`config.mk`:
```
export PLATFORM = sky130hd
export DESIGN_NAME = pitch_name_parser
export DESIGN_NICKNAME = d
export VERILOG_FILES = /design/src/pnp_pkg.sv /design/src/pnp_front.sv /design/src/pnp_queue.sv /design/src/pnp_back.sv /design/src/pitch_name_parser.sv
export SDC_FILE = /design/constraint.sdc
export NUM_CORES = 1
export LEC_CHECK = 0
export BUFFER_PORTS_ARGS = -buffer_cell sky130_fd_sc_hd__buf_2
export CAP_MARGIN = 20
export CORE_MARGIN = 8
export CORE_UTILIZATION = 30
export DETAILED_ROUTE_END_ITERATION = 10
export GPL_TIMING_DRIVEN = 0
export SLEW_MARGIN = 25
export SYNTH_ARGS = -nofsm -noshare
export SYNTH_HDL_FRONTEND = slang
export SYNTH_SLANG_ARGS = --single-unit
```
`constraint.sdc`:
```
create_clock -name clk -period 12.58 [get_ports clk]
set_input_delay 1.258 -clock clk [delete_from_list [all_inputs] [get_ports clk]]
set_output_delay 1.258 -clock clk [all_outputs]
set_load 0.05 [all_outputs]
```
`src/pnp_pkg.sv`:
```
// ----------------------------------------------------------------------------
// Pitch name parser package
// Token classes, the token record carried from front to back, queue status
// and shared constants.
// ----------------------------------------------------------------------------
`default_nettype none

package pnp_pkg;

	localparam int unsigned QUEUE_DEPTH = 2;
	localparam int unsigned QPTR_W      = $clog2(QUEUE_DEPTH);
	localparam int unsigned QCNT_W      = $clog2(QUEUE_DEPTH + 1);

	localparam logic [14:0] ERR_PITCH   = 15'd9600;
	localparam logic [6:0]  CENTS_LIMIT = 7'd100;
	localparam logic [14:0] OCT_STEP    = 15'd1200;
	localparam logic [14:0] OCT_BIAS    = 15'd4;
	localparam logic [14:0] PITCH_MIN   = 15'd4500;
	localparam logic [14:0] PITCH_MAX   = 15'd17000;

	typedef enum logic [3:0] {
		TK_END,
		TK_SPACE,
		TK_WS,
		TK_LETTER,
		TK_SHARP,
		TK_FLAT,
		TK_DSHARP,
		TK_PLUS,
		TK_MINUS,
		TK_DIGIT,
		TK_OTHER
	} tok_class_t;

	typedef struct packed {
		tok_class_t  cls;
		logic [3:0]  val;
	} token_t;

	typedef struct packed {
		logic full;
		logic empty;
	} q_status_t;

	function automatic logic [3:0] letter_semis(input logic [2:0] idx);
		logic [3:0] s;
		unique case (idx)
			3'd0:    s = 4'd9;
			3'd1:    s = 4'd11;
			3'd2:    s = 4'd0;
			3'd3:    s = 4'd2;
			3'd4:    s = 4'd4;
			3'd5:    s = 4'd5;
			3'd6:    s = 4'd7;
			default: s = 4'd0;
		endcase
		return s;
	endfunction

endpackage

`default_nettype wire

```
`src/pnp_front.sv`:
```
// ----------------------------------------------------------------------------
// Pitch name parser front end
// Accepts one byte per transaction and classifies it into a token.
// ----------------------------------------------------------------------------
`default_nettype none

module pnp_front
	import pnp_pkg::*;
(
	input  wire logic       in_valid,
	input  wire logic [7:0] char_code,
	input  wire q_status_t  q_status,
	output logic            in_stall,
	output logic            push,
	output token_t          push_tok
);

	localparam logic [7:0] CH_NUL    = 8'd0;
	localparam logic [7:0] CH_TAB    = 8'd9;
	localparam logic [7:0] CH_CR     = 8'd13;
	localparam logic [7:0] CH_SPACE  = 8'd32;
	localparam logic [7:0] CH_SHARP  = 8'd35;
	localparam logic [7:0] CH_PLUS   = 8'd43;
	localparam logic [7:0] CH_MINUS  = 8'd45;
	localparam logic [7:0] CH_ZERO   = 8'd48;
	localparam logic [7:0] CH_NINE   = 8'd57;
	localparam logic [7:0] CH_A      = 8'd65;
	localparam logic [7:0] CH_G      = 8'd71;
	localparam logic [7:0] CH_FLAT   = 8'd98;
	localparam logic [7:0] CH_DSHARP = 8'd120;

	logic [7:0] dig_off;
	logic [7:0] let_off;

	assign in_stall = q_status.full;
	assign push     = in_valid & ~q_status.full;
	assign dig_off  = char_code - CH_ZERO;
	assign let_off  = char_code - CH_A;

	always_comb begin
		push_tok.val = 4'd0;
		unique case (char_code) inside
			CH_NUL:              push_tok.cls = TK_END;
			CH_SPACE:            push_tok.cls = TK_SPACE;
			[CH_TAB:CH_CR]:      push_tok.cls = TK_WS;
			[CH_A:CH_G]: begin
				push_tok.cls = TK_LETTER;
				push_tok.val = letter_semis(let_off[2:0]);
			end
			CH_SHARP:            push_tok.cls = TK_SHARP;
			CH_FLAT:             push_tok.cls = TK_FLAT;
			CH_DSHARP:           push_tok.cls = TK_DSHARP;
			CH_PLUS:             push_tok.cls = TK_PLUS;
			CH_MINUS:            push_tok.cls = TK_MINUS;
			[CH_ZERO:CH_NINE]: begin
				push_tok.cls = TK_DIGIT;
				push_tok.val = dig_off[3:0];
			end
			default:             push_tok.cls = TK_OTHER;
		endcase
	end

endmodule

`default_nettype wire

```
`src/pnp_queue.sv`:
```
// ----------------------------------------------------------------------------
// Pitch name parser token queue
// Short queue between front and back so that each side stalls on its own.
// ----------------------------------------------------------------------------
`default_nettype none

module pnp_queue
	import pnp_pkg::*;
(
	input  wire logic   clk,
	input  wire logic   arst_n,
	input  wire logic   push,
	input  wire token_t push_tok,
	input  wire logic   pop,
	output q_status_t   q_status,
	output token_t      head_tok
);

	token_t              mem_q [QUEUE_DEPTH];
	logic [QPTR_W-1:0]   wr_ptr_q;
	logic [QPTR_W-1:0]   rd_ptr_q;
	logic [QCNT_W-1:0]   count_q;

	assign q_status.full  = (count_q == QCNT_W'(QUEUE_DEPTH));
	assign q_status.empty = (count_q == '0);
	assign head_tok       = mem_q[rd_ptr_q];

	always_ff @(posedge clk) begin
		if (push) begin
			mem_q[wr_ptr_q] <= push_tok;
		end
	end

	always_ff @(posedge clk or negedge arst_n) begin
		if (!arst_n) begin
			wr_ptr_q <= '0;
			rd_ptr_q <= '0;
			count_q  <= '0;
		end else begin
			if (push) begin
				wr_ptr_q <= (wr_ptr_q == QPTR_W'(QUEUE_DEPTH - 1)) ? '0 : wr_ptr_q + 1'b1;
			end
			if (pop) begin
				rd_ptr_q <= (rd_ptr_q == QPTR_W'(QUEUE_DEPTH - 1)) ? '0 : rd_ptr_q + 1'b1;
			end
			if (push && !pop) begin
				count_q <= count_q + 1'b1;
			end else if (pop && !push) begin
				count_q <= count_q - 1'b1;
			end
		end
	end

	a_no_overflow: assert property (@(posedge clk) disable iff (!arst_n)
		q_status.full && !pop |=> count_q == QCNT_W'(QUEUE_DEPTH))
		else $error("queue count moved while full without a pop");

	a_no_underflow: assert property (@(posedge clk) disable iff (!arst_n)
		pop |-> !q_status.empty)
		else $error("pop from empty queue");

endmodule

`default_nettype wire

```
`src/pnp_back.sv`:
```
// ----------------------------------------------------------------------------
// Pitch name parser back end
// Parses one name token per cycle while pop is high and registers the result.
// ----------------------------------------------------------------------------
`default_nettype none

module pnp_back
	import pnp_pkg::*;
(
	input  wire logic   clk,
	input  wire logic   arst_n,
	input  wire q_status_t q_status,
	input  wire token_t head_tok,
	input  wire logic   out_stall,
	output logic        pop,
	output logic        out_valid,
	output logic [14:0] pitch_cents,
	output logic        invalid
);

	typedef enum logic [2:0] {
		PH_LETTER,
		PH_ACC,
		PH_FLAT2,
		PH_OCTAVE,
		PH_IDLE,
		PH_WS,
		PH_SIGN,
		PH_DIGITS
	} phase_t;

	phase_t             phase_q;
	logic signed [4:0]  semi_q;
	logic [3:0]         oct_q;
	logic [6:0]         mag_q;
	logic               neg_q;
	logic               seen_q;
	logic               err_q;
	logic               out_valid_q;
	logic [14:0]        pitch_q;
	logic               invalid_q;

	logic               is_end;
	logic               bad;
	logic [9:0]         mag_next_w;
	logic [6:0]         mag_next;
	logic [14:0]        base;
	logic signed [15:0] semi_term;
	logic signed [15:0] cents_term;
	logic signed [15:0] pitch_sum;

	assign is_end      = (head_tok.cls == TK_END);
	assign pop         = !q_status.empty && (!is_end || !out_valid_q || !out_stall);
	assign out_valid   = out_valid_q;
	assign pitch_cents = pitch_q;
	assign invalid     = invalid_q;

	assign mag_next_w = 10'(mag_q) * 10'd10 + 10'(head_tok.val);
	assign mag_next   = (mag_next_w > 10'(CENTS_LIMIT)) ? CENTS_LIMIT + 7'd1 : mag_next_w[6:0];

	assign bad = err_q || (phase_q == PH_LETTER) || (phase_q == PH_ACC)
		|| (phase_q == PH_FLAT2) || (phase_q == PH_OCTAVE) || (phase_q == PH_WS)
		|| (phase_q == PH_SIGN) || ((phase_q == PH_DIGITS) && !seen_q)
		|| (mag_q > CENTS_LIMIT);

	assign base       = (15'(oct_q) + OCT_BIAS) * OCT_STEP;
	assign semi_term  = 16'(semi_q * 16'sd100);
	assign cents_term = (phase_q != PH_DIGITS) ? 16'sd0 :
		neg_q ? -$signed(16'(mag_q)) : $signed(16'(mag_q));
	assign pitch_sum  = $signed({1'b0, base}) + semi_term + cents_term;

	always_ff @(posedge clk) begin
		if (pop && is_end) begin
			pitch_q   <= bad ? ERR_PITCH : pitch_sum[14:0];
			invalid_q <= bad;
		end
	end

	always_ff @(posedge clk or negedge arst_n) begin
		if (!arst_n) begin
			phase_q     <= PH_LETTER;
			semi_q      <= '0;
			oct_q       <= '0;
			mag_q       <= '0;
			neg_q       <= 1'b0;
			seen_q      <= 1'b0;
			err_q       <= 1'b0;
			out_valid_q <= 1'b0;
		end else begin
			if (pop && is_end) begin
				out_valid_q <= 1'b1;
			end else if (!out_stall) begin
				out_valid_q <= 1'b0;
			end
			if (pop) begin
				if (is_end) begin
					phase_q <= PH_LETTER;
					semi_q  <= '0;
					oct_q   <= '0;
					mag_q   <= '0;
					neg_q   <= 1'b0;
					seen_q  <= 1'b0;
					err_q   <= 1'b0;
				end else if (err_q) begin
					// drop bytes until end of name
				end else if (head_tok.cls == TK_SPACE && phase_q <= PH_IDLE) begin
					// skip
				end else begin
					unique case (phase_q)
						PH_LETTER: begin
							if (head_tok.cls == TK_LETTER) begin
								semi_q  <= $signed({1'b0, head_tok.val});
								phase_q <= PH_ACC;
							end else begin
								err_q <= 1'b1;
							end
						end
						PH_ACC, PH_FLAT2, PH_OCTAVE: begin
							if (phase_q == PH_ACC && head_tok.cls == TK_SHARP) begin
								semi_q  <= semi_q + 5'sd1;
								phase_q <= PH_FLAT2;
							end else if (phase_q == PH_ACC && head_tok.cls == TK_FLAT) begin
								semi_q  <= semi_q - 5'sd1;
								phase_q <= PH_FLAT2;
							end else if (phase_q == PH_ACC && head_tok.cls == TK_DSHARP) begin
								semi_q  <= semi_q + 5'sd2;
								phase_q <= PH_FLAT2;
							end else if (phase_q == PH_FLAT2 && head_tok.cls == TK_FLAT) begin
								semi_q  <= semi_q - 5'sd1;
								phase_q <= PH_OCTAVE;
							end else if (head_tok.cls == TK_DIGIT) begin
								oct_q   <= head_tok.val;
								phase_q <= PH_IDLE;
							end else begin
								err_q <= 1'b1;
							end
						end
						PH_IDLE, PH_WS: begin
							if (head_tok.cls == TK_SPACE || head_tok.cls == TK_WS) begin
								phase_q <= PH_WS;
							end else if (head_tok.cls == TK_PLUS) begin
								phase_q <= PH_SIGN;
							end else if (head_tok.cls == TK_MINUS) begin
								neg_q   <= 1'b1;
								phase_q <= PH_SIGN;
							end else if (head_tok.cls == TK_DIGIT) begin
								mag_q   <= mag_next;
								seen_q  <= 1'b1;
								phase_q <= PH_DIGITS;
							end else begin
								err_q <= 1'b1;
							end
						end
						PH_SIGN, PH_DIGITS: begin
							if (head_tok.cls == TK_DIGIT) begin
								mag_q   <= mag_next;
								seen_q  <= 1'b1;
								phase_q <= PH_DIGITS;
							end else begin
								err_q <= 1'b1;
							end
						end
						default: begin
							err_q <= 1'b1;
						end
					endcase
				end
			end
		end
	end

	a_end_resets: assert property (@(posedge clk) disable iff (!arst_n)
		pop && is_end |=> phase_q == PH_LETTER && !err_q && out_valid_q)
		else $error("end of name did not restart the parser");

	a_err_pitch: assert property (@(posedge clk) disable iff (!arst_n)
		out_valid_q && invalid_q |-> pitch_q == ERR_PITCH)
		else $error("invalid result without error pitch");

	a_pitch_range: assert property (@(posedge clk) disable iff (!arst_n)
		out_valid_q && !invalid_q |-> pitch_q >= PITCH_MIN && pitch_q <= PITCH_MAX)
		else $error("pitch out of range");

endmodule

`default_nettype wire

```
`src/pitch_name_parser.sv`:
```
// A zero byte passes through the token queue; popping it loads the output register.
// Throughput: one byte per cycle unless in_stall; the parser retires one queued token
// per cycle unless empty or stalled; a name's result holds only the output register.
// A waiting result stalls the back end only when the next token is also an end of name.
// Reset: arst_n clears the queue, the parse state and the output valid at once.
// ----------------------------------------------------------------------------
// Pitch name parser
// Reads a pitch name byte by byte and gives its pitch in cents.
// ----------------------------------------------------------------------------
`default_nettype none

module pitch_name_parser
	import pnp_pkg::*;
(
	input  wire logic        clk,
	input  wire logic        arst_n,
	input  wire logic        in_valid,
	output logic             in_stall,
	input  wire logic [7:0]  char_code,
	output logic             out_valid,
	input  wire logic        out_stall,
	output logic [14:0]      pitch_cents,
	output logic             invalid
);

	q_status_t q_status;
	logic      push;
	logic      pop;
	token_t    push_tok;
	token_t    head_tok;

	pnp_front u_front (
		.in_valid (in_valid),
		.char_code(char_code),
		.q_status (q_status),
		.in_stall (in_stall),
		.push     (push),
		.push_tok (push_tok)
	);

	pnp_queue u_queue (
		.clk     (clk),
		.arst_n  (arst_n),
		.push    (push),
		.push_tok(push_tok),
		.pop     (pop),
		.q_status(q_status),
		.head_tok(head_tok)
	);

	pnp_back u_back (
		.clk        (clk),
		.arst_n     (arst_n),
		.q_status   (q_status),
		.head_tok   (head_tok),
		.out_stall  (out_stall),
		.pop        (pop),
		.out_valid  (out_valid),
		.pitch_cents(pitch_cents),
		.invalid    (invalid)
	);

endmodule

`default_nettype wire
```
==> results.sh, run 1 <==
export IMPL_status="finished clean"
export IMPL_critical_path_required_ns=12.64
export IMPL_path_clk_slew_ns=0.05
export IMPL_grt_max_degree=28
export IMPL_finalCriticalPeriod_ns=4.993
export IMPL_yosys_top_cells_count="65 x ha_1, 63 x inv_1, 55 x nor2_1"
export IMPL_clock_root_buffer="clkbuf_16"
export IMPL_synth_edf_count=32
export IMPL_avgSynthCellArea_um2=9.184
export IMPL_die_y_um=154.1
export IMPL_yosysWarnings=0
export IMPL_grt_pass1_wl_um=22070
export IMPL_start_util=0.3059
export IMPL_max_slew_margin=0.3757
export IMPL_cp_arrival_ns=5.05
export IMPL_vias=4526
export IMPL_ys_flop_type="edfxtp_1"
export IMPL_hp_start="u_queue.wr_ptr_q"
export IMPL_gp_congestion=0.8540
export IMPL_synth_top_area_frac=0.1679
export IMPL_async_flop_share=0.4576
export IMPL_r2r_slack_ns=7.59
export IMPL_fin_worst_skew_ns=0.009428
export IMPL_cts_resized=0
export IMPL_grt_antenna_before_repair=0
export IMPL_r2r_start="u_back.semi_q[2]"
export IMPL_path_common_cell="inv_1"
export IMPL_min_period_over_period=0.3969
export IMPL_final_area_um2=6485
export IMPL_synthToLayoutAreaGrowth_pct=13.34
export IMPL_drt_antenna_violating_nets=0
export IMPL_slowest_stage="fa_1"
export IMPL_synthesis_area_um2=5722
export IMPL_nNetsFinal=759
export IMPL_numClockSinks=59
export IMPL_netlist_instances=623
export IMPL_postCtsHoldBufs=0
export IMPL_startpoint="u_back.semi_q[2]"
export IMPL_cts_setup_buffers=0
export IMPL_track_usage=0.1127
export IMPL_port_buffers=29
export IMPL_max_freq_mhz=200.3
export IMPL_drv_slew=0
export IMPL_synth_nets=718
export IMPL_io_pins=30
export IMPL_yosysUniqueCellTypes=74
export IMPL_yosys_area_top_type="edfxtp_1"
export IMPL_rsz0062_at_grt="false"
export IMPL_fin_tns_setup_ns=0
export IMPL_gr_total_overflow=0
export IMPL_start_kind="flip-flop"
export IMPL_drt_wl_total_um=12660
export IMPL_drtIter0Drc=168
export IMPL_first_global_vias=4572
export IMPL_synth_most_common_cell="ha_1"
export IMPL_coreArea_um2=18710
export IMPL_yosysSeqAreaShare=0.2860
export IMPL_ys_seq_elements=59
export IMPL_worstSetupEndpointType="flip-flop"
export IMPL_wl_per_cell_um=14.02
export IMPL_drc=0
export IMPL_hold_viol_final=0
export IMPL_insertion_delay_ns=0.34
export IMPL_setup_violations=0
export IMPL_yosys_top_cells_area="edfxtp_1 17%, ha_1 14%, dfrtp_1 12%, fa_1 6.3%, inv_1 4.1%"
export IMPL_cts_max_level=3
export IMPL_cts_made_buffers=9
export IMPL_dp_hpwl_um=10130
export IMPL_cts_path_max_buffers=2
export IMPL_rows=50
export IMPL_final_cell_count_no_fill=903
export IMPL_tritoncts="done"
export IMPL_worstMarginPinSlew_ns=0.9336
export IMPL_dpl_cell_count=887
export IMPL_cp_max_fo=7
export IMPL_die_area_um2=23750
export IMPL_chipWidth_um=154.1
export IMPL_criticalPathCategory="flip-flop to flip-flop"
export IMPL_slowest_delay_ns=0.54
export IMPL_cap_violations=0
export IMPL_detail_route_vias_per_cell=5.012
export IMPL_placed_area_um2=6173
export IMPL_antennaDiodeCount=0
export IMPL_drive_gt1_frac=0.1181
export IMPL_drtPass1Iterations=4
export IMPL_worstPathCellList="inv_1 > fa_1 > inv_1 > ha_1 > inv_1 > fa_1 > inv_1 > ha_1 > nand2_1 > o21ai_0 > mux2i_1 > inv_1 > fa_1 > inv_1 > ha_1 > nand2_1 > o21a_1 > a31oi_1 > xnor2_1 > nand2_1"
export IMPL_min_path_type="flip-flop to flip-flop"
path summary, 6_finish.rpt:
kind,to,depth (start not counted)
worst max register to register,u_back.pitch_cents[13],20
worst min register to register,u_queue.wr_ptr_q,1
max in group asynchronous,u_back.semi_q[2],1
min in group asynchronous,u_queue.rd_ptr_q,1
worst max-delay path,u_back.pitch_cents[13],20
worst min-delay path,u_queue.wr_ptr_q,1
flip-flops by register name, summed over array words and instances (netlist names), 2 cells and up:
signal and cells:
u_back.semi_q 5, u_queue.count_q 2, u_back.pitch_cents 15, u_back.oct_q 4, u_back.mag_q 7, u_back.phase_q 3, u_queue.mem_q 16
per-stage QoR:
stage | setup WS (ns) | hold slack (ns) | utilization
after floorplan | 8.006 | 0.4591 | -
after global placement | 7.570 | 0.4763 | 0.3293
after detailed placement | 7.538 | 0.4879 | 0.3300
after CTS | 7.521 | 0.4993 | 0.3462
after global routing | 7.015 | 0.5173 | 0.3467
final | 7.588 | 0.4983 | 0.3467
cells by family after synthesis:
group	share of synthesized area
adders and majority gates	0.2051
muxes	0.02230
and+or+nand+nor	0.1701
xor gates and xnor gates	0.07282
AOI/OAI and AO/OA	0.1861
DFF	0.2860
buffers and inverters	0.05751
routing by layer:
metal	track usage	share of wire	wire length [um]
met5	0	0	0
met4	0.03920	0.014	175
met3	0.02803	0.046	581
met2	0.1927	0.48	6037
met1	0.1350	0.46	5865
layout make-up:
type                       count  area (um2)
clock inverter                 7       77.57
tap                          234       292.8
inverter                      65       244.0
clock buffer                   9       225.2
multi-input combinational    483        3767
buffer                        16       85.08
timing repair buffer          30       156.4
fill                        1888       12220
sequential                    59        1637
critical path, delay by kind of cell (launching register included):
kind,cells,cell delay [ns]
simple gates,3,0.19
compound gates,3,0.56
xor+xnor,1,0.14
buf+inv,6,0.51
flops,1,0.53
fa+ha+maj,6,2.35
mux,1,0.42
layout by cell type, fill, tap and decap left out, drive strengths merged, types with 20 or more instances in the layout:
cell,count
dfrtp,27
clkbuf,20
nor2,55
a21oi,20
o21ai,44
inv,65
buf,35
xor2,23
xnor2,22
nand2,45
edfxtp,32
ha,65
Power of run 1 is left out: the tool's default activity adds up to more than one toggle a clock period on the data nets, which glitch-free logic cannot reach.
==> run 2: changes to the inputs <==
--- a/config.mk
+++ b/config.mk
@@ -5,6 +5,7 @@
 export SDC_FILE = /design/constraint.sdc
 export NUM_CORES = 1
 export LEC_CHECK = 0
+export ABC_AREA = 1
 export BUFFER_PORTS_ARGS = -buffer_cell sky130_fd_sc_hd__buf_2
 export CAP_MARGIN = 20
 export CORE_MARGIN = 8
==> constraint.sdc (replaced) <==
create_clock -name clk -period 4.2 [get_ports clk]
set_input_delay 0.42 -clock clk [delete_from_list [all_inputs] [get_ports clk]]
set_output_delay 0.42 -clock clk [all_outputs]
set_load 0.05 [all_outputs]
==> run 2 against run 1 <==
Effect of this change: the run now ends with negative setup slack left; final cell count increased by 24%; highest routed layer unchanged; first-iteration DRC count rose by 45%; hold slack worse by 0.38 ns; register-to-register slack got worse by 7.6 ns; flip-flop and latch count unchanged; setup slack got worse by 7.6 ns; count of clock-buffer cells in the layout rose by 1; clock skew decreased by 0.0018 ns; critical path depth up 3; synthesized cell count up 29%; largest cell class unchanged.
==> results.sh, run 2 <==
export IMPL_drtIter0Drc=244
export IMPL_synth_xor_area_frac=0.03875
export IMPL_final_seq_area_um2=1642
export IMPL_track_usage=0.1138
export IMPL_status="complete, but fails checks"
export IMPL_finalCriticalPeriod_ns=4.234
export IMPL_synth_compound_area_frac=0.09559
export IMPL_largest_reg_flops=16
export IMPL_detail_route_vias_per_cell=4.544
export IMPL_slowest_stage="fa_1"
export IMPL_max_slew_margin=0.5104
export IMPL_drv_slew=0
export IMPL_worstSetupEndpointType="flip-flop"
export IMPL_grt_max_degree=28
export IMPL_port_buffers=29
export IMPL_cap_violations=0
export IMPL_cts_max_level=3
export IMPL_max_flop_register="u_queue.mem_q"
export IMPL_die_y_um=156.0
export IMPL_synth_edf_count=32
export IMPL_min_period_over_period=1.008
export IMPL_postCtsHoldBufs=0
export IMPL_gr_total_overflow=0
export IMPL_multiInputGateArea_um2=3867
export IMPL_drive_gt1_frac=0.1583
export IMPL_ys_flop_type="edfxtp_1"
export IMPL_hold_viol_final=0
export IMPL_synth_nets=896
export IMPL_final_common_cell="nand2_1"
export IMPL_max_freq_mhz=236.2
export IMPL_violations="negative setup slack"
export IMPL_numClockSinks=59
export IMPL_ys_seq_elements=59
export IMPL_grt_antenna_before_repair=0
export IMPL_async_flop_share=0.4576
export IMPL_synth_area_mux_share=0
export IMPL_io_pins=30
export IMPL_gp_congestion=0.9166
export IMPL_start_util=0.3040
export IMPL_yosys_area_top_type="edfxtp_1"
export IMPL_rows=51
export IMPL_r2r_slack_ns=-0.03
export IMPL_grt_pass1_wl_um=22960
export IMPL_synthAdderAreaFrac=0.1997
export IMPL_clock_root_buffer="clkbuf_16"
export IMPL_path_clk_slew_ns=0.06
export IMPL_antennaDiodeCount=0
export IMPL_tritoncts="done"
export IMPL_worstPathCellList="buf_8 > inv_6 > fa_1 > inv_2 > ha_4 > inv_2 > fa_1 > inv_2 > ha_4 > a21oi_2 > nand2_2 > nand2_2 > nand3_2 > nand2_2 > inv_2 > fa_1 > inv_2 > ha_4 > nand2_2 > nor2_2 > nand2_1 > nand4_1 > o21ai_1"
export IMPL_worstMarginPinSlew_ns=0.7317
export IMPL_insertion_delay_ns=0.33
export IMPL_yosys_area_share_simple=0.2889
export IMPL_yosysSeqAreaShare=0.2785
export IMPL_fillers=1998
export IMPL_nNetsFinal=949
export IMPL_chipWidth_um=156.0
export IMPL_fin_worst_skew_ns=0.007660
export IMPL_rsz0062_at_grt="true"
export IMPL_cp_arrival_ns=4.31
export IMPL_slowest_delay_ns=0.51
export IMPL_final_area_um2=7007
export IMPL_min_path_type="input pin to async pin"
export IMPL_start_kind="flip-flop"
export IMPL_avgSynthCellArea_um2=7.337
export IMPL_critical_path_required_ns=4.28
export IMPL_synth_top_family_by_area="simple AND/OR/NAND/NOR gates"
export IMPL_yosysWarnings=0
export IMPL_criticalPathCategory="flip-flop to flip-flop"
export IMPL_drt_antenna_violating_nets=0
export IMPL_setup_ws_ns=-0.03422
export IMPL_drc=0
export IMPL_setup_violations=2
export IMPL_coreArea_um2=19330
export IMPL_layout_common_cells="205 x nand2_1, 131 x inv_1, 62 x nand3_1"
export IMPL_dp_hpwl_um=10440
export IMPL_fin_tns_setup_ns=-0.05009
export IMPL_cts_made_buffers=9
export IMPL_wl_per_cell_um=11.87
export IMPL_cp_max_fo=5
export IMPL_vias=5108
export IMPL_synth_most_common_cell="nand2_1"
export IMPL_cts_path_max_buffers=2
export IMPL_yosys_top_cells_count="211 x nand2_1, 141 x inv_1, 65 x ha_1"
export IMPL_synthToLayoutAreaGrowth_pct=19.23
export IMPL_first_global_vias=4920
export IMPL_drtPass1Iterations=4
export IMPL_yosysUniqueCellTypes=42
export IMPL_synth_top_area_frac=0.1635
export IMPL_die_area_um2=24320
export IMPL_yosys_top_cells_area="edfxtp_1 16%, ha_1 14%, nand2_1 13%, dfrtp_1 11%, inv_1 9.0%"
export IMPL_path_common_cell="inv_2"
export IMPL_placed_area_um2=6429
export IMPL_netlist_instances=801
export IMPL_drt_wl_total_um=13340
export IMPL_synthesis_area_um2=5877
[run 2: changes by cell type after synthesis, moves of 13 or more]
cell | before | now
nand3_1 | 6 | 64
nand2_1 | 45 | 211
xnor2_1 | 22 | 9
inv_1 | 63 | 141
nand2b_1 | 15 | 0
a21o_1 | 15 | 2
a21oi_1 | 19 | 45
[run 2: layout make-up]
class / count / share of cell area
Multi-Input combinational cell: 591 / 0.5520
Sequential cell: 59 / 0.2343
Inverter: 144 / 0.07857
Tap cell: 265 / 0.04732
Timing Repair Buffer: 43 / 0.03571
Clock buffer: 10 / 0.03268
Clock inverter: 6 / 0.01143
Buffer: 6 / 0.008036
[run 2: through the flow]
step                      worst slack (ns)  instances  utilization  hold WS [ns]
after global placement             -0.3403       1095       0.3325        0.4813
after floorplan                    0.01746        801            -        0.1244
after global routing               -0.2458       1124       0.3624        0.1697
after CTS                         0.006934       1119       0.3567        0.1420
final                             -0.03422       1124       0.3624        0.1136
after detailed placement           -0.3473       1095       0.3325        0.5012
[run 2: cells by family after synthesis]
group           Yosys count
simple gates            380
xor+xnor                 26
buf+inv                 151
flops                    59
compound gates          102
fa+ha+maj                83
[run 2: timing repair]
| item | in CTS | in global routing |
|---|---|---|
| pin swaps | 10 | 7 |
| setup buffers | 9 | 5 |
| hold endpoints to repair | 0 | 0 |
| endpoints found under the setup margin | 6 | 5 |
| gates resized for setup | 20 | 18 |
[run 2: worst max-delay path, delay by kind of cell, from the launching register on]
family	cells	cell delay, ns
buffers and inverters	7	0.38
flip-flops	1	0.39
adder cells (fa/ha/maj)	6	2.15
AO/OA/AOI/OAI	2	0.20
AND/OR/NAND/NOR	8	0.81
[run 2: worst paths after layout]
check,startpoint,endpoint,depth (start not counted)
hold reg to reg,u_queue.count_q[0],u_queue.count_q[0],1
hold / removal,arst_n,u_back.semi_q[4],1
max in group asynchronous,arst_n,u_back.semi_q[0],1
min in group clk,out_stall,u_back.out_valid,3
setup reg to reg,u_back.semi_q[2],u_back.pitch_cents[13],23
setup / recovery,u_back.semi_q[2],u_back.pitch_cents[13],23
[run 2: layer usage]
metal / track usage / share of wire
met5: 0 / 0
met4: 0.01895 / 0.010
met3: 0.02271 / 0.041
met2: 0.1979 / 0.48
met1: 0.1443 / 0.46
Power of run 2 is left out for the same reason.
==> run 3: changes to the inputs <==
--- a/config.mk
+++ b/config.mk
@@ -12,6 +12,7 @@
 export CORE_UTILIZATION = 30
 export DETAILED_ROUTE_END_ITERATION = 10
 export GPL_TIMING_DRIVEN = 0
+export SETUP_SLACK_MARGIN = 0.15
 export SLEW_MARGIN = 25
 export SYNTH_ARGS = -nofsm -noshare
 export SYNTH_HDL_FRONTEND = slang
==> run 3 against run 2 <==
Effect of this change: the flow still finishes with violations (negative setup slack); final area rose by 0.66%; sequential share of layout area fell by 0.15 points; register-to-register slack barely moved; setup slack improved by 0.011 ns; utilization rose by 0.24 points; clock skew fell by 0.00097 ns; fmax rose by 0.27%; flip-flop and latch count did not move; die area did not move; critical path depth rose by 1; count of clock-buffer cells in the layout rose by 4; critical endpoint unchanged.
==> results.sh, run 3 (synthesis gave the netlist of run 2 again) <==
export IMPL_status="complete, but fails checks"
export IMPL_violations="negative setup slack"
export IMPL_start_util=0.3040
export IMPL_io_pins=30
export IMPL_coreArea_um2=19330
export IMPL_max_flop_register="u_queue.mem_q"
export IMPL_vias=5127
export IMPL_max_slew_margin=0.5128
export IMPL_cts_made_buffers=9
export IMPL_clock_root_buffer="clkbuf_16"
export IMPL_chipWidth_um=156.0
export IMPL_hold_viol_final=0
export IMPL_r2r_slack_ns=-0.02
export IMPL_gr_total_overflow=0
export IMPL_drv_slew=0
export IMPL_numClockSinks=59
export IMPL_setup_ws_ns=-0.02291
export IMPL_nNetsFinal=955
export IMPL_use_met1=0.1480
export IMPL_grt_met2_usage=0.1939
export IMPL_ff2ff_path_depth=24
export IMPL_grt_pass1_wl_um=23160
export IMPL_insertion_delay_ns=0.33
export IMPL_die_y_um=156.0
export IMPL_synthToLayoutAreaGrowth_pct=20.01
export IMPL_start_kind="flip-flop"
export IMPL_track_usage=0.1166
export IMPL_setup_violations=1
export IMPL_use_met3=0.02548
export IMPL_die_area_um2=24320
export IMPL_cp_max_fo=5
export IMPL_first_global_vias=4917
export IMPL_gp_congestion=0.8840
export IMPL_drtIter0Drc=197
export IMPL_layout_common_cells="204 x nand2_1, 128 x inv_1, 62 x nand3_1"
export IMPL_reg2reg_to="u_back.pitch_cents[13]"
export IMPL_drtPass1Iterations=4
export IMPL_fillers=2036
export IMPL_cts_path_max_buffers=2
export IMPL_path_clk_slew_ns=0.05
export IMPL_cap_violations=0
export IMPL_r2r_start="u_back.semi_q[2]"
export IMPL_fin_worst_skew_ns=0.006688
export IMPL_wl_per_cell_um=12.03
export IMPL_min_period_over_period=1.005
export IMPL_finish_utilization=0.3648
export IMPL_cp_arrival_ns=4.30
export IMPL_drive_gt1_frac=0.1723
export IMPL_port_buffers=29
export IMPL_grt_max_degree=28
export IMPL_worstSetupEndpointType="flip-flop"
export IMPL_drt_wl_total_um=13600
export IMPL_rsz0062_at_grt="true"
export IMPL_drt_antenna_violating_nets=0
export IMPL_max_freq_mhz=236.8
export IMPL_startpoint="u_back.semi_q[2]"
export IMPL_finalCriticalPeriod_ns=4.223
export IMPL_largest_reg_flops=16
export IMPL_detail_route_vias_per_cell=4.537
export IMPL_final_common_cell="nand2_1"
export IMPL_cts_max_level=3
export IMPL_tritoncts="done"
export IMPL_dp_hpwl_um=10520
export IMPL_grt_antenna_before_repair=0
export IMPL_crit_path_end="u_back.pitch_cents[13]"
export IMPL_worstMarginPinSlew_ns=0.7281
export IMPL_antennaDiodeCount=0
export IMPL_drc=0
export IMPL_criticalPathCategory="flip-flop to flip-flop"
export IMPL_top_usage_layer="met2"
export IMPL_rows=51
export IMPL_min_path_type="input pin to async pin"
export IMPL_critical_path_required_ns=4.28
run 3: cell count changes in the layout (fill, tap and decap cells not counted), sizes merged:
cell	before	now
bufinv	2	0
clkinv	4	2
clkinvlp	1	0
buf	47	53
clkbuf	12	16
inv	143	144
run 3: worst min-delay path by stage:
stage                       start          endpoint  slack [ns]  cells after the start
finish                     arst_n  u_back.semi_q[3]        0.13                      1
global route               arst_n  u_back.semi_q[4]        0.18                      1
CTS                        arst_n  u_back.semi_q[4]        0.15                      1
detailed placement  u_back.seen_q     u_back.seen_q        0.49                      1
global placement    u_back.seen_q     u_back.seen_q        0.48                      1
floorplan                  arst_n      u_back.err_q        0.12                      0
run 3: final cells by class:
class                      count  area [um2]  area share
multi-input combinational    591        3889      0.5514
sequential                    59        1642      0.2327
inverter                     144       553.0     0.07841
tap                          265       331.6     0.04701
timing repair buffer          48       291.5     0.04133
clock buffer                  14       264.0     0.03743
buffer                         7       71.32     0.01011
clock inverter                 2       11.26    0.001597
run 3: metal layers:
metal	vias to the layer above	routed length (um)
met3	18	559
met1	2307	6331
met5	-	0
li1	2710	-
met2	92	6478
met4	0	226
run 3: repair_timing:
action | CTS | global route
gates resized for setup | 15 | 29
endpoints found under the hold margin | 0 | 0
hold buffers | 0 | 0
buffers inserted | 11 | 8
setup endpoints to repair | 6 | 6
pin swaps | 20 | 21
run 3: stage by stage:
step           setup WS [ns]  cells  hold WS, ns  TNS [ns]  cell area [um2]
2_1_floorplan        0.03508    801       0.1244         0             5966
3_3_place_gp         -0.2942   1095       0.4834   -0.9665             6442
3_5_place_dp         -0.3064   1095       0.4898    -1.128             6442
4_1_cts             -0.02003   1122       0.1457  -0.02003             6864
5_1_grt              -0.2328   1130       0.1797   -0.5863             7053
6_report            -0.02291   1130       0.1304  -0.02291             7053
run 3: critical path, cell delays in order (launching register included):
cell and delay (ns):
dfrtp_2 0.43, buf_8 0.13, inv_4 0.05, fa_1 0.42, inv_2 0.08, ha_4 0.13
inv_2 0.03, fa_1 0.49, inv_2 0.05, ha_4 0.24, a21oi_2 0.15, nand2_2 0.11
nand2_2 0.07, nand3_2 0.07, nand2_2 0.11, inv_2 0.04, fa_1 0.51, inv_2 0.04
ha_4 0.24, nand2_2 0.07, nor2_2 0.04, nand3_1 0.09, nand4_1 0.15, a21oi_2 0.16
o21ai_1 0.07
Power of run 3 is left out for the same reason.
